===== src/rtl/dcfd_pkg.sv =====
`timescale 1ns / 1ps
// ----------------------------------------------------------------------------
// dcfd_pkg - dashboard command frame decoder shared definitions
// Frame layout constants, character codes and the packed update type.
// ----------------------------------------------------------------------------
package dcfd_pkg;

    // Frame characters
    localparam logic [7:0] START_CHAR = 8'h24;   // '$'
    localparam logic [7:0] END_CHAR   = 8'h7C;   // '|'
    localparam logic [7:0] DIGIT_BASE = 8'h30;   // '0'

    // Frame geometry: 16 characters, '$' at position 0, '|' at position 15
    localparam int FRAME_LEN  = 16;
    localparam int POS_W      = $clog2(FRAME_LEN);
    localparam int COUNT_W    = 8;               // counter wraps from 255 to 0

    // Character positions inside a frame
    localparam int RPM_POS_0   = 1;
    localparam int SPEED_POS_0 = 6;
    localparam int LEFT_POS    = 10;
    localparam int RIGHT_POS   = 12;
    localparam int BEAM_POS    = 14;

    // Lamp command values
    localparam logic [7:0] LAMP_CMD_ON  = 8'd1;
    localparam logic [7:0] LAMP_CMD_OFF = 8'd2;

    // Lamp bit positions in the latched lamp vector
    localparam int LAMP_LEFT  = 0;
    localparam int LAMP_RIGHT = 1;
    localparam int LAMP_BEAM  = 2;
    localparam int LAMP_N     = 3;

    localparam int TDATA_W = 32;

    typedef logic [7:0] byte_t;
    typedef logic [FRAME_LEN-1:0][7:0] frame_t;
    typedef logic [LAMP_N-1:0] lamps_t;

    // One update, engine speed in the lowest bits
    typedef struct packed {
        logic        beam_lamp_on;
        logic        right_lamp_on;
        logic        left_lamp_on;
        logic        speed_changed;
        logic [7:0]  road_speed;
        logic [15:0] engine_rpm;
    } result_t;

    localparam int RESULT_W = $bits(result_t);

endpackage


===== src/rtl/dash_command_frame_decoder.sv =====
`timescale 1ns / 1ps
// ----------------------------------------------------------------------------
// dash_command_frame_decoder - dashboard command frame decoder
// Collects "$rrrr sss l r h|" frames from a byte stream and issues one
// update item per complete 16-character frame.
// ----------------------------------------------------------------------------
//  Channel | Dir | Ports                     | tdata fields (lowest bit up)
//  --------+-----+---------------------------+-------------------------------
//  s_      | in  | s_tvalid s_tready s_tdata | rx_byte[7:0]
//  m_      | out | m_tvalid m_tready m_tdata | engine_rpm[15:0] road_speed[7:0]
//          |     |                           | speed_changed left_lamp_on
//          |     |                           | right_lamp_on beam_lamp_on, pad
//
//  One item per cycle while m_tready does not stall the output: input
//  register, then frame update and decode into the output register;
//  m_tvalid rises when the closing '|' reaches the output register.
//  Reset (aresetn low, synchronous) clears the position counter, last speed,
//  lamp states and both valid flags; no clearing pass is needed.
//  A stall on m_tready holds the output item and the one item in the input
//  register; s_tready drops only while both are held.
// ----------------------------------------------------------------------------
module dash_command_frame_decoder (
    input  logic        aclk,
    input  logic        aresetn,
    input  logic        s_tvalid,
    output logic        s_tready,
    input  logic [7:0]  s_tdata,   // [7:0] rx_byte
    output logic        m_tvalid,
    input  logic        m_tready,
    output logic [31:0] m_tdata    // [15:0] engine_rpm, [23:16] road_speed,
                                   // [24] speed_changed, [25] left_lamp_on,
                                   // [26] right_lamp_on, [27] beam_lamp_on,
                                   // [31:28] zero
);
    import dcfd_pkg::*;

    // Input register
    logic   in_valid_reg;
    byte_t  in_byte_reg;

    // Frame state
    logic [COUNT_W-1:0] count_reg, count_next;
    frame_t             frame_reg;
    byte_t              last_speed_reg;
    lamps_t             lamps_reg;

    // Output register
    logic    out_valid_reg, out_valid_next;
    result_t out_reg;

    // Process step
    logic               advance;
    logic               keep;
    logic               store;
    logic               emit;
    logic [COUNT_W-1:0] pos;
    lamps_t             lamps_dec;
    result_t            result_dec;

    assign advance  = in_valid_reg && (!out_valid_reg || m_tready);
    assign s_tready = !in_valid_reg || advance;

    // Position of the current byte and whether it is kept
    always_comb begin
        keep = 1'b1;
        pos  = count_reg;
        if (in_byte_reg == START_CHAR) begin
            pos = '0;
        end else if (count_reg == '0) begin
            keep = 1'b0;
        end
        count_next = pos + COUNT_W'(1);
        store = advance && keep && (pos < COUNT_W'(FRAME_LEN));
        emit  = advance && keep && (in_byte_reg == END_CHAR)
             && (count_next == COUNT_W'(FRAME_LEN));
    end

    dcfd_decode u_decode (
        .frame      (frame_reg),
        .last_speed (last_speed_reg),
        .lamps_in   (lamps_reg),
        .lamps_out  (lamps_dec),
        .result     (result_dec)
    );

    // Output valid: load on an update, clear when taken
    always_comb begin
        out_valid_next = out_valid_reg;
        if (emit) begin
            out_valid_next = 1'b1;
        end else if (m_tready) begin
            out_valid_next = 1'b0;
        end
    end

    // Control state
    always_ff @(posedge aclk) begin
        if (!aresetn) begin
            in_valid_reg   <= 1'b0;
            out_valid_reg  <= 1'b0;
            count_reg      <= '0;
            last_speed_reg <= '0;
            lamps_reg      <= '0;
        end else begin
            if (s_tready) begin
                in_valid_reg <= s_tvalid;
            end
            out_valid_reg <= out_valid_next;
            if (advance && keep) begin
                count_reg <= count_next;
            end
            if (emit) begin
                last_speed_reg <= result_dec.road_speed;
                lamps_reg      <= lamps_dec;
            end
        end
    end

    // Payload registers
    always_ff @(posedge aclk) begin
        if (s_tready && s_tvalid) begin
            in_byte_reg <= s_tdata;
        end
        if (store) begin
            frame_reg[pos[POS_W-1:0]] <= in_byte_reg;
        end
        if (emit) begin
            out_reg <= result_dec;
        end
    end

    assign m_tvalid = out_valid_reg;
    assign m_tdata  = {(TDATA_W - RESULT_W)'(0), out_reg};

endmodule


===== src/rtl/dcfd_decode.sv =====
`timescale 1ns / 1ps
// ----------------------------------------------------------------------------
// dcfd_decode - frame field decode
// Turns the stored frame characters into engine speed, road speed, the
// speed-changed flag and the updated lamp states.
// ----------------------------------------------------------------------------
module dcfd_decode (
    input  dcfd_pkg::frame_t  frame,
    input  dcfd_pkg::byte_t   last_speed,
    input  dcfd_pkg::lamps_t  lamps_in,
    output dcfd_pkg::lamps_t  lamps_out,
    output dcfd_pkg::result_t result
);
    import dcfd_pkg::*;

    // 16-bit digit value, wraps for non-digit characters
    function automatic logic [15:0] digit16(input byte_t ch);
        digit16 = {8'h00, ch} - {8'h00, DIGIT_BASE};
    endfunction

    // One lamp update: on, off or hold
    function automatic logic lamp_apply(input logic cur, input byte_t ch);
        logic [7:0] cmd;
        cmd = ch - DIGIT_BASE;
        if (cmd == LAMP_CMD_ON) begin
            lamp_apply = 1'b1;
        end else if (cmd == LAMP_CMD_OFF) begin
            lamp_apply = 1'b0;
        end else begin
            lamp_apply = cur;
        end
    endfunction

    logic [15:0] rpm;
    logic [7:0]  spd;

    // Engine speed: four digits, weights by constant multiply
    assign rpm = digit16(frame[RPM_POS_0])     * 16'd1000
               + digit16(frame[RPM_POS_0 + 1]) * 16'd100
               + digit16(frame[RPM_POS_0 + 2]) * 16'd10
               + digit16(frame[RPM_POS_0 + 3]);

    // Road speed: three digits, modulo 256
    assign spd = (frame[SPEED_POS_0]     - DIGIT_BASE) * 8'd100
               + (frame[SPEED_POS_0 + 1] - DIGIT_BASE) * 8'd10
               + (frame[SPEED_POS_0 + 2] - DIGIT_BASE);

    // Lamp commands
    assign lamps_out[LAMP_LEFT]  = lamp_apply(lamps_in[LAMP_LEFT],  frame[LEFT_POS]);
    assign lamps_out[LAMP_RIGHT] = lamp_apply(lamps_in[LAMP_RIGHT], frame[RIGHT_POS]);
    assign lamps_out[LAMP_BEAM]  = lamp_apply(lamps_in[LAMP_BEAM],  frame[BEAM_POS]);

    always_comb begin
        result.engine_rpm    = rpm;
        result.road_speed    = spd;
        result.speed_changed = (spd != last_speed);
        result.left_lamp_on  = lamps_out[LAMP_LEFT];
        result.right_lamp_on = lamps_out[LAMP_RIGHT];
        result.beam_lamp_on  = lamps_out[LAMP_BEAM];
    end

endmodule


===== config.mk =====
export PLATFORM = sky130hd
export DESIGN_NAME = dash_command_frame_decoder
export DESIGN_NICKNAME = d
export VERILOG_FILES = /design/src/rtl/dcfd_pkg.sv /design/src/rtl/dash_command_frame_decoder.sv /design/src/rtl/dcfd_decode.sv
export SDC_FILE = /design/constraint.sdc
export NUM_CORES = 1
export LEC_CHECK = 0
export ABC_AREA = 1
export BUFFER_PORTS_ARGS = -buffer_cell sky130_fd_sc_hd__buf_2
export CORE_ASPECT_RATIO = 1.75
export CORE_MARGIN = 3
export CORE_UTILIZATION = 40
export DETAILED_ROUTE_END_ITERATION = 6
export GPL_TIMING_DRIVEN = 0
export PLACE_DENSITY = 0.63
export SYNTH_ARGS = -nofsm -noshare
export SYNTH_HDL_FRONTEND = slang
export SYNTH_SLANG_ARGS = --single-unit

===== constraint.sdc =====
create_clock -name aclk -period 5.4 [get_ports aclk]
set_input_delay 0.81 -clock aclk [delete_from_list [all_inputs] [get_ports aclk]]
set_output_delay 0.81 -clock aclk [all_outputs]
set_load 0.02 [all_outputs]

# Word level (Yosys, flattened, before mapping)
# Index checks and enable logic that the tools add are counted.
[word_totals] mem_count=0 wordCells=89 inputBits=12 mem_bits_ro=0 reg_bits=185 latchBits=0 ramBits=0 output_inout_bits=34
[op_classes] muxes=14 reduce_logical=13 shift=0 n_eq_ne=10 multipliers=5 n_bitwise=0 magnitude_cmp=3 n_addsub=16 n_div=0
[ops] cell="bitwise mux 128 bit" count=1
[ops] cell="adder 16 bit" count=3
[ops] cell="subtractor 8 x 6 -> 8 bit (second input constant)" count=6
[ops] cell="subtractor 8 x 6 -> 9 bit (second input constant)" count=4
[ops] cell="demux 8 bit (select 4 bit)" count=1
[ops] cell="== test 8 x 1 -> 1 bit (second input constant)" count=3
[ops] cell="== test 8 x 2 -> 1 bit (second input constant)" count=3
[ops] cell="adder 8 bit" count=2
[ops] cell="multiplier 16 x 3 -> 15 bit (second input constant)" count=1
[ops] cell="multiplier 16 x 5 -> 14 bit (second input constant)" count=1
[ops] cell="multiplier 16 x 7 -> 13 bit (second input constant)" count=1
[ops] cell="two-way mux 8 bit" count=2
[ops] cell="two-way mux 1 bit" count=10
[ops] cell="adder 8 x 1 -> 8 bit (second input constant)" count=1
[ops] cell="== test 8 x 5 -> 1 bit (second input constant)" count=1
[ops] cell="== test 8 x 6 -> 1 bit (second input constant)" count=1
[ops] cell="== test 8 x 7 -> 1 bit (second input constant)" count=1
[ops] cell="logical NOT 8 bit" count=1
[ops] cell="< comparator 8 x 5 -> 1 bit (second input constant)" count=1
[ops] cell="multiplier 8 x 3 -> 7 bit (second input constant)" count=1
[ops] cell="multiplier 8 x 5 -> 6 bit (second input constant)" count=1
[ops] cell="!= test 8 bit" count=1
[ops] cell="logical AND 1 bit" count=7
[ops] cell="< comparator 4 x 5 -> 1 bit (second input constant)" count=1
[ops] cell="other kinds (4)" count=6

# Logic depth before layout (Yosys ltp)
# Gate-level depths: netlist of run 1.
[depth] word_depth=7 depth_mapped=29 ltp_nobuf=29

# Hierarchy
# A second synthesis of run 1 with hierarchy kept.
[unflattened] hier_cells=1112 hier_area_um2=11662.4
[by_module_without_submodules] mod="dash_command_frame_decoder" seq_area_each_um2=5345.1 n_inst=1 cells_each=408 area_per_inst_um2=6461.2
[by_module_without_submodules] mod="dcfd_decode" seq_area_each_um2=0.0 n_inst=1 cells_each=704 area_per_inst_um2=5201.2

# Least setup slack after synthesis of run 1
# OpenSTA, ideal clock, no wires.
[synth_timing] path_kind="register to register" from="register frame_reg[13] in the netlist's numbering" to="register out_reg (netlist bit m_tdata[15]), data pin" slack_ns=-0.045 path_stages_with_launch=26 t_required_ns=5.148 period_less_slack_ns=5.445 arrival_time_ns=5.192 cell_sequence="edfxtp_1 > ha_1 > xor2_1 > inv_1 > ha_1 > fa_1 > fa_1 > inv_1 > fa_1 > inv_1 > ha_1 > inv_1 > o21bai_1 > nand2_1 > nand2_1 > a21oi_1 > xor2_1 > fa_1 > inv_1 > ha_1 > nand4_1 > inv_1 > nand3_1 > nand4_1 > nand3b_1 > nand2_1"
[synth_rtl] element="start, declared" line_no="dash_command_frame_decoder.sv:43" text="frame_t frame_reg;"
[synth_rtl] element="start signal, assigned by index" line_no="dash_command_frame_decoder.sv:125" text="frame_reg[pos[POS_W-1:0]] <= in_byte_reg;"
[synth_rtl] element="end signal, assigned" line_no="dash_command_frame_decoder.sv:128" text="out_reg <= result_dec;"
[synth_rtl] element="end, declared" line_no="dash_command_frame_decoder.sv:49" text="result_t out_reg;"

==> results of run 1 <==
==> cell type report <==
cell class	count	area (um2)	area share
flip-flops and latches	134	3810	0.324
clock buffers	17	425	0.0361
repair buffers	73	455	0.0387
well taps	308	385	0.0327
clock inverters	15	130	0.0111
inverters	230	863	0.0734
plain buffers	9	71.3	0.00606
multi-input cells	645	5620	0.478
==> worst register-to-register path: cells and delay by family (launching register included) <==
kind / cells / cell delay, ns
and+or+nand+nor: 6 / 0.56
AOI/OAI and AO/OA: 2 / 0.27
xor gates and xnor gates: 1 / 0.10
buffers and inverters: 10 / 1.09
DFF: 1 / 0.52
adders and majority gates: 6 / 2.53
==> Yosys cell counts, types with 2 or more instances <==
library cell,count,area (um2)
sky130_fd_sc_hd__fa_1,67,1340
sky130_fd_sc_hd__nand4_1,18,113
sky130_fd_sc_hd__nand3b_1,8,60.1
sky130_fd_sc_hd__o21ai_0,16,80.1
sky130_fd_sc_hd__nand3_1,42,210
sky130_fd_sc_hd__xor2_1,36,315
sky130_fd_sc_hd__nand2_1,155,582
sky130_fd_sc_hd__o21bai_1,3,22.5
sky130_fd_sc_hd__nor2_1,54,203
sky130_fd_sc_hd__nor2_4,2,22.5
sky130_fd_sc_hd__buf_4,5,37.5
sky130_fd_sc_hd__edfxtp_1,113,3390
sky130_fd_sc_hd__a21oi_1,39,195
sky130_fd_sc_hd__ha_1,111,1390
sky130_fd_sc_hd__xnor2_1,25,219
sky130_fd_sc_hd__nor4_1,2,12.5
sky130_fd_sc_hd__nand2_4,3,33.8
sky130_fd_sc_hd__nor2_8,2,40.0
sky130_fd_sc_hd__nor2_2,23,144
sky130_fd_sc_hd__a31oi_1,6,37.5
sky130_fd_sc_hd__nand2_2,2,12.5
sky130_fd_sc_hd__o21a_1,4,30.0
sky130_fd_sc_hd__o31ai_1,3,22.5
sky130_fd_sc_hd__dfxtp_1,21,420
sky130_fd_sc_hd__or2_2,2,12.5
sky130_fd_sc_hd__clkbuf_1,2,7.51
sky130_fd_sc_hd__inv_2,7,26.3
sky130_fd_sc_hd__a21o_1,3,22.5
sky130_fd_sc_hd__inv_1,223,837
sky130_fd_sc_hd__o211ai_1,2,15.0
sky130_fd_sc_hd__nor3_1,6,30.0
==> power by group through the flow <==
stage               Combinational, mW  Clock (mW)  Sequential [mW]
detailed placement               1.19           0             1.25
floorplan                       0.960           0             1.24
global route                     1.68        1.16             1.23
finish                           1.47        1.09             1.23
CTS                              1.32        1.13             1.23
global placement                 1.16           0             1.25
==> what timing repair did <==
| action | in CTS | in global routing |
|---|---|---|
| setup endpoints to repair | 5 | 4 |
| cloned | 0 | 0 |
| pin swaps | 19 | 35 |
| gates resized for setup | 22 | 47 |
| setup buffers | 23 | 7 |
==> routing by layer <==
layer | GRT usage | vias up | wire length (um)
met5 | 0 | - | 0
li1 | - | 3441 | -
met4 | 0.0792 | 0 | 697
met3 | 0.0293 | 40 | 481
met2 | 0.297 | 93 | 11700
met1 | 0.162 | 3241 | 7590
==> logic make-up (layout without fill, tap and decap cells) <==
| family | after synthesis | in the layout |
|---|---|---|
| adders and majority gates | 178 | 178 |
| and+or+nand+nor | 323 | 323 |
| other | 1 | 4 |
| AOI/OAI and AO/OA | 79 | 79 |
| DFF | 134 | 134 |
| buffers and inverters | 239 | 344 |
| xor gates and xnor gates | 61 | 61 |
==> placed cells by master (no fill, tap or decap), types with 17 or more instances in the layout <==
master	instances
sky130_fd_sc_hd__a21oi_1	31
sky130_fd_sc_hd__xnor2_1	23
sky130_fd_sc_hd__nand3_1	41
sky130_fd_sc_hd__xor2_1	29
sky130_fd_sc_hd__fa_1	67
sky130_fd_sc_hd__ha_1	96
sky130_fd_sc_hd__inv_1	211
sky130_fd_sc_hd__clkbuf_16	17
sky130_fd_sc_hd__nand4_1	18
sky130_fd_sc_hd__dfxtp_1	21
sky130_fd_sc_hd__edfxtp_1	113
sky130_fd_sc_hd__inv_2	19
sky130_fd_sc_hd__nor2_2	23
sky130_fd_sc_hd__nor2_1	53
sky130_fd_sc_hd__buf_4	36
sky130_fd_sc_hd__buf_2	40
sky130_fd_sc_hd__nand2_1	150
==> metrics by stage <==
| step | area, um2 | total power [mW] |
|---|---|---|
| 2_1_floorplan | 10000 | 2.20 |
| 5_1_grt | 11800 | 4.06 |
| 4_1_cts | 11500 | 3.67 |
| 3_5_place_dp | 10600 | 2.44 |
| 3_3_place_gp | 10600 | 2.41 |
| 6_report | 11800 | 3.79 |
==> final timing paths <==
path / startpoint / to / slack [ns]
worst max-delay path: frame_reg[13] / m_tdata[15] / 0.11
worst min-delay path: frame_reg[32] / m_tdata[0] / 0.49
worst max register to register: frame_reg[13] / m_tdata[15] / 0.11
worst min register to register: frame_reg[32] / m_tdata[0] / 0.49
==> metrics.sh, run 1 <==
CTSHOLDBUFFERS=0
GRT_START_MAX_NET_PINS=17
CTSHTREEMAXLEVEL=4
SYNTH_COMPOUND_GATE_AREA_SHARE=0.0447
INITIALDRTVIOLATIONCOUNT=236
CELL_INTERNAL_PWR_mW=2.49
CRIT_PATH_TOP_DELAY_CELL='sky130_fd_sc_hd__edfxtp_1'
POWER_DENSITY_nW_PER_UM2=322
DPL_WORST_SLACK_NS=-0.511
HOLD-PATH-CELL-COUNT=0
TIMING.HOLD.WORST.CLASS='reg -> reg'
ANTENNA_LEFT=0
FINALHOLDVIOLATIONS=0
WORST_PATH_DOMINANT_CELL_FAMILY='adder cells'
YOSYS-MUX-AREA-FRACTION=0
PORT_BUFFERS=40
WORSTSETUPSTARTPOINTTYPE='flip-flop'
SYNTH_SIMPLE_GATE_AREA_FRAC=0.152
CRITPATHKIND='reg -> reg'
FP.DIEH_UM=215
FIRST_PASS_ITERS=5
TIMING.MAX_SLEW.REL_SLACK=0.142
DETAIL_ROUTE.VIAS_PER_CELL=4.76
MIN_PERIOD_NS=5.29
SYN_INST=1015
CRITPATHREQUIREDTIME_NS=5.58
SYN_AREA_UM2=9980
GP_ROUTABILITY_CONGESTION=0.859
MAXSLEWVIOLCOUNT=0
YS_WARNS=0
WORSTSETUPENDPOINTTYPE='flip-flop'
WORST-PATH-STAGES=25
WORST_PATH_LARGEST_CELL_DELAY_NS=0.52
TRITONCTS='yes'
FLOORPLAN.INITIALDENSITY=0.411
UTILIZATION_AFTER_LAYOUT=0.484
AREAGROWTHSYNTHTOFINISH_PCT=17.9
GRT_PASS1_VIAS=7098
DRC_ERRORS=0
MIN_PERIOD_OVER_PERIOD=0.979
WORSTPATHMAXFANOUT=4
COMBPWRFRAC=0.389
SWITCHING_POWER_AS_A_SHARE_OF_TOTAL_POWER=0.343
NUMBER_OF_UNIQUE_STANDARD_CELL_TYPES_USED_BY_SYNTHESIS=41
DRIVE_GT1_FRAC=0.192
DP_CELLS=1369
REPORT.FINAL.SETUP_VIOL=0
DIEAREA_UM2=27000
SUMMED_NEGATIVE_SETUP_SLACK_OVER_ALL_ENDPOINTS_NS=0
NUMCTSBUFFERS=17
P_SWITCHING_mW=1.30
MAXCLOCKFREQUENCY_MHz=189
WORST_HOLD_SLACK_NS=0.488
GRT_PASS1_WL_UM=33600
SYNTH-SEQ-AREA-SHARE=0.382
CRITICAL_PATH.N_BUFFERS_INVERTERS=10
MAX-CAP-VIOLATIONS=0
DP.FINAL_HPWL_UM=15900
OVERFLOW=0
NUMBER_OF_STORAGE_ELEMENTS_IN_THE_SYNTHESIS_NETLIST=134
FINALWORSTSETUPSLACK_NS=0.115
LARGEST_REGISTER_FFS=77
PATH_CLK_SLEW_NS=0.06
WL_PER_CELL_UM=14.3
SYNTH_EDF_COUNT=113
IOS=46
SYN-MEAN-INSTANCE-AREA_UM2=9.83
CP_DATA_ARRIVAL_TIME_NS=5.47
POSTSYNTH.ASYNCRESETSHARE=0
GROUTE.USAGE.OVERALL=0.157
CORE_AREA_UM2=24300
POST_SYNTH_TOP_FLOP='sky130_fd_sc_hd__edfxtp_1'
POSTROUTEWIRELENGTH_UM=20400
ANTENNA-DIODE-COUNT=0
LAYOUT.NETS=1300
ROW_COUNT=75
UNREPAIRED_SETUP_ENDPOINTS_AFTER_GLOBAL_ROUTING='true'
DIE_WIDTH_UM=125
CTS_NUM_SINKS=134
IR_DROP_WORST_CASE_VDD_mV=0.274
WORST-SLEW-PIN-TRANSITION_NS=1.28
FINAL_CELL_COUNT_WITHOUT_FILLERS=1431
CLOCK_PATH_BUFFERS=2
TIMING.CRITICAL_PATH.MODE_CELL='sky130_fd_sc_hd__buf_4'
CLK-INSERTION-DELAY-LATE_NS=0.42
CTS.ROOT.BUFFER_CELL='sky130_fd_sc_hd__clkbuf_16'
RELATIVE_CONTRIBUTION_OF_SEQUENTIAL_CELLS_TO_TOTAL_POWER=0.324
SYNTH-XOR-AREA-SHARE=0.0535
WORST_REG2REG_PATH_DEPTH=25
FIN_SKEW_NS=0.00740
DR_TOTAL_VIAS=6815
ANTENNA_VIOLATIONS_BEFORE_REPAIR=0
RESULT_OF_THE_RUN='completed'
SYNTH_ADDER_AREA_SHARE=0.274
CLOCK_POWER_SHARE=0.288
FINAL.FILL_COUNT=2193
DOMINANT_COMBINATIONAL_CELL_FAMILY_BY_AREA_AFTER_SYNTHESIS='adder cells'
P_LEAK_nW=5.39
Power figures use the tool's default switching activity.
==> run 2: changes to the inputs <==
RECOVER_POWER = 50   (was not set)
==> run 2 against run 1 <==
  * Via count grew 0.35%
  * Core utilization shrank 0.26 points
  * Sequential power is essentially flat
  * Non-clock buffer count is the same
  * Total power is essentially flat
  * Routed wire length grew 0.29%
  * Cell count is the same
  * Critical path type unchanged
  * Largest cell class unchanged
==> metrics.sh, run 2 (synthesis gave the netlist of run 1 again) <==
R2R_END='m_tdata[15]'
WORST-R2R-SETUP-SLACK_NS=0.11
LAYOUT_COMMON_CELLS='sky130_fd_sc_hd__inv_1, sky130_fd_sc_hd__nand2_1, sky130_fd_sc_hd__edfxtp_1'
TIMING.HOLD.WORST.CLASS='reg -> reg'
OVERFLOW=0
MAX-CAP-VIOLATIONS=0
TRITONCTS='yes'
NUMCTSBUFFERS=17
GROUTE.USAGE.OVERALL=0.157
FIN_SKEW_NS=0.00683
DP_CELLS=1369
LAYOUT_COMMONEST_CELL='sky130_fd_sc_hd__inv_1'
TOTAL_POWER_OF_THE_FINAL_LAYOUT_mW=3.78
SUMMED_NEGATIVE_SETUP_SLACK_OVER_ALL_ENDPOINTS_NS=0
MAXCLOCKFREQUENCY_MHz=189
RESULT_OF_THE_RUN='completed'
POSTROUTEWIRELENGTH_UM=20500
CRIT_PATH_TOP_DELAY_CELL='sky130_fd_sc_hd__edfxtp_1'
MAXSLEWVIOLCOUNT=0
WORSTSETUPENDPOINTTYPE='flip-flop'
CTSHOLDBUFFERS=0
WORST_HOLD_PATH.ENDPOINT='m_tdata[0]'
GRT-BUSIEST-LAYER='met2'
IR_DROP_WORST_CASE_VDD_mV=0.277
GROUTE.LAYER.MET1.USAGE=0.162
WORSTPATHMAXFANOUT=4
WORST_PATH_DOMINANT_CELL_FAMILY='adder cells'
GLOBAL_ROUTE.USAGE.MET3=0.0293
AREAGROWTHSYNTHTOFINISH_PCT=17.3
CRITPATHKIND='reg -> reg'
UNREPAIRED_SETUP_ENDPOINTS_AFTER_GLOBAL_ROUTING='true'
WORST_PATH_LARGEST_CELL_DELAY_NS=0.52
REGTOREGSTARTPOINT='frame_reg[13]'
PLACEMENT.CELL_AREA_UM2=10600
LAYOUT.NETS=1300
HOLD_PATH_STARTPOINT='frame_reg[32]'
WORST_REG2REG_PATH_DEPTH=25
DP.FINAL_HPWL_UM=15900
INITIALDRTVIOLATIONCOUNT=247
GRT_PASS1_VIAS=7098
WORST_HOLD_SLACK_NS=0.482
WL_PER_CELL_UM=14.3
DIEAREA_UM2=27000
IOS=46
FINALHOLDVIOLATIONS=0
CLOCK_PATH_BUFFERS=2
ANTENNA-DIODE-COUNT=0
P_LEAK_nW=5.28
MIN_PERIOD_OVER_PERIOD=0.979
CORE_AREA_UM2=24300
DPL_WORST_SLACK_NS=-0.511
PORT_BUFFERS=40
CTSHTREEMAXLEVEL=4
CP_DATA_ARRIVAL_TIME_NS=5.47
HOLD-PATH-CELL-COUNT=0
FIRST_PASS_ITERS=4
FLOORPLAN.INITIALDENSITY=0.411
DIE_WIDTH_UM=125
GR-USAGE-MET2=0.297
ANTENNA_VIOLATIONS_BEFORE_REPAIR=0
FINAL_CELL_COUNT_WITHOUT_FILLERS=1431
ROW_COUNT=75
WORST-SLEW-PIN-TRANSITION_NS=1.31
PATH_CLK_SLEW_NS=0.06
FP.DIEH_UM=215
REPORT.FINAL.SETUP_VIOL=0
POWER_DENSITY_nW_PER_UM2=323
GRT_PASS1_WL_UM=33600
GRT_START_MAX_NET_PINS=17
CTS_NUM_SINKS=134
CTS.ROOT.BUFFER_CELL='sky130_fd_sc_hd__clkbuf_16'
DRC_ERRORS=0
CRITICAL_PATH.N_BUFFERS_INVERTERS=10
CRITPATHREQUIREDTIME_NS=5.58
DR_TOTAL_VIAS=6839
WORSTSETUPSTARTPOINTTYPE='flip-flop'
DETAIL_ROUTE.VIAS_PER_CELL=4.78
DRIVE_GT1_FRAC=0.163
GP_ROUTABILITY_CONGESTION=0.859
TIMING.CRITICAL_PATH.MODE_CELL='sky130_fd_sc_hd__buf_4'
CLK-INSERTION-DELAY-LATE_NS=0.42
MIN_PERIOD_NS=5.29
FINAL_DESIGN_AREA_NO_FILL_UM2=11700
UTILIZATION_AFTER_LAYOUT=0.482
FINALWORSTSETUPSLACK_NS=0.115
ANTENNA_LEFT=0
LARGEST_REGISTER_FFS=77
TIMING.MAX_SLEW.REL_SLACK=0.118
-- run 2: final cells by class --
class | instances | area [um2]
tap | 308 | 385
multi-input combinational | 645 | 5600
clock inverter | 15 | 130
fill | 2208 | 12600
sequential | 134 | 3810
inverter | 230 | 863
timing repair buffer | 73 | 419
buffer | 9 | 71.3
clock buffer | 17 | 425
-- run 2: worst max-delay path by stage --
stage,startpoint,endpoint,slack (ns),cells past startpoint
3_3_place_gp,in_byte_reg[6],m_tdata[5],-2.02,13
6_report,frame_reg[13],m_tdata[15],0.11,25
2_1_floorplan,frame_reg[12],m_tdata[14],0.03,23
3_5_place_dp,frame_reg[13],m_tdata[15],-0.51,25
4_1_cts,frame_reg[12],m_tdata[15],-0.02,25
5_1_grt,frame_reg[13],m_tdata[15],-0.12,25
-- run 2: routing by layer --
| layer | part of all wire | vias to the layer above | wire [um] |
|---|---|---|---|
| li1 | - | 3439 | - |
| met1 | 0.37 | 3248 | 7620 |
| met2 | 0.57 | 108 | 11600 |
| met3 | 0.024 | 44 | 496 |
| met4 | 0.036 | 0 | 735 |
| met5 | 0 | - | 0 |
-- run 2: timing repair --
item / in CTS / in global routing
buffers inserted: 23 / 7
pin swaps: 19 / 35
gates resized for setup: 22 / 47
endpoints found under the setup margin: 5 / 4
gates cloned: 0 / 0
-- run 2: power by group --
part           total (mW)  internal, mW  switching (mW)
clock                1.09         0.633           0.456
combinational        1.47         0.654           0.815
sequential           1.23          1.20          0.0267
total                3.78          2.49            1.30
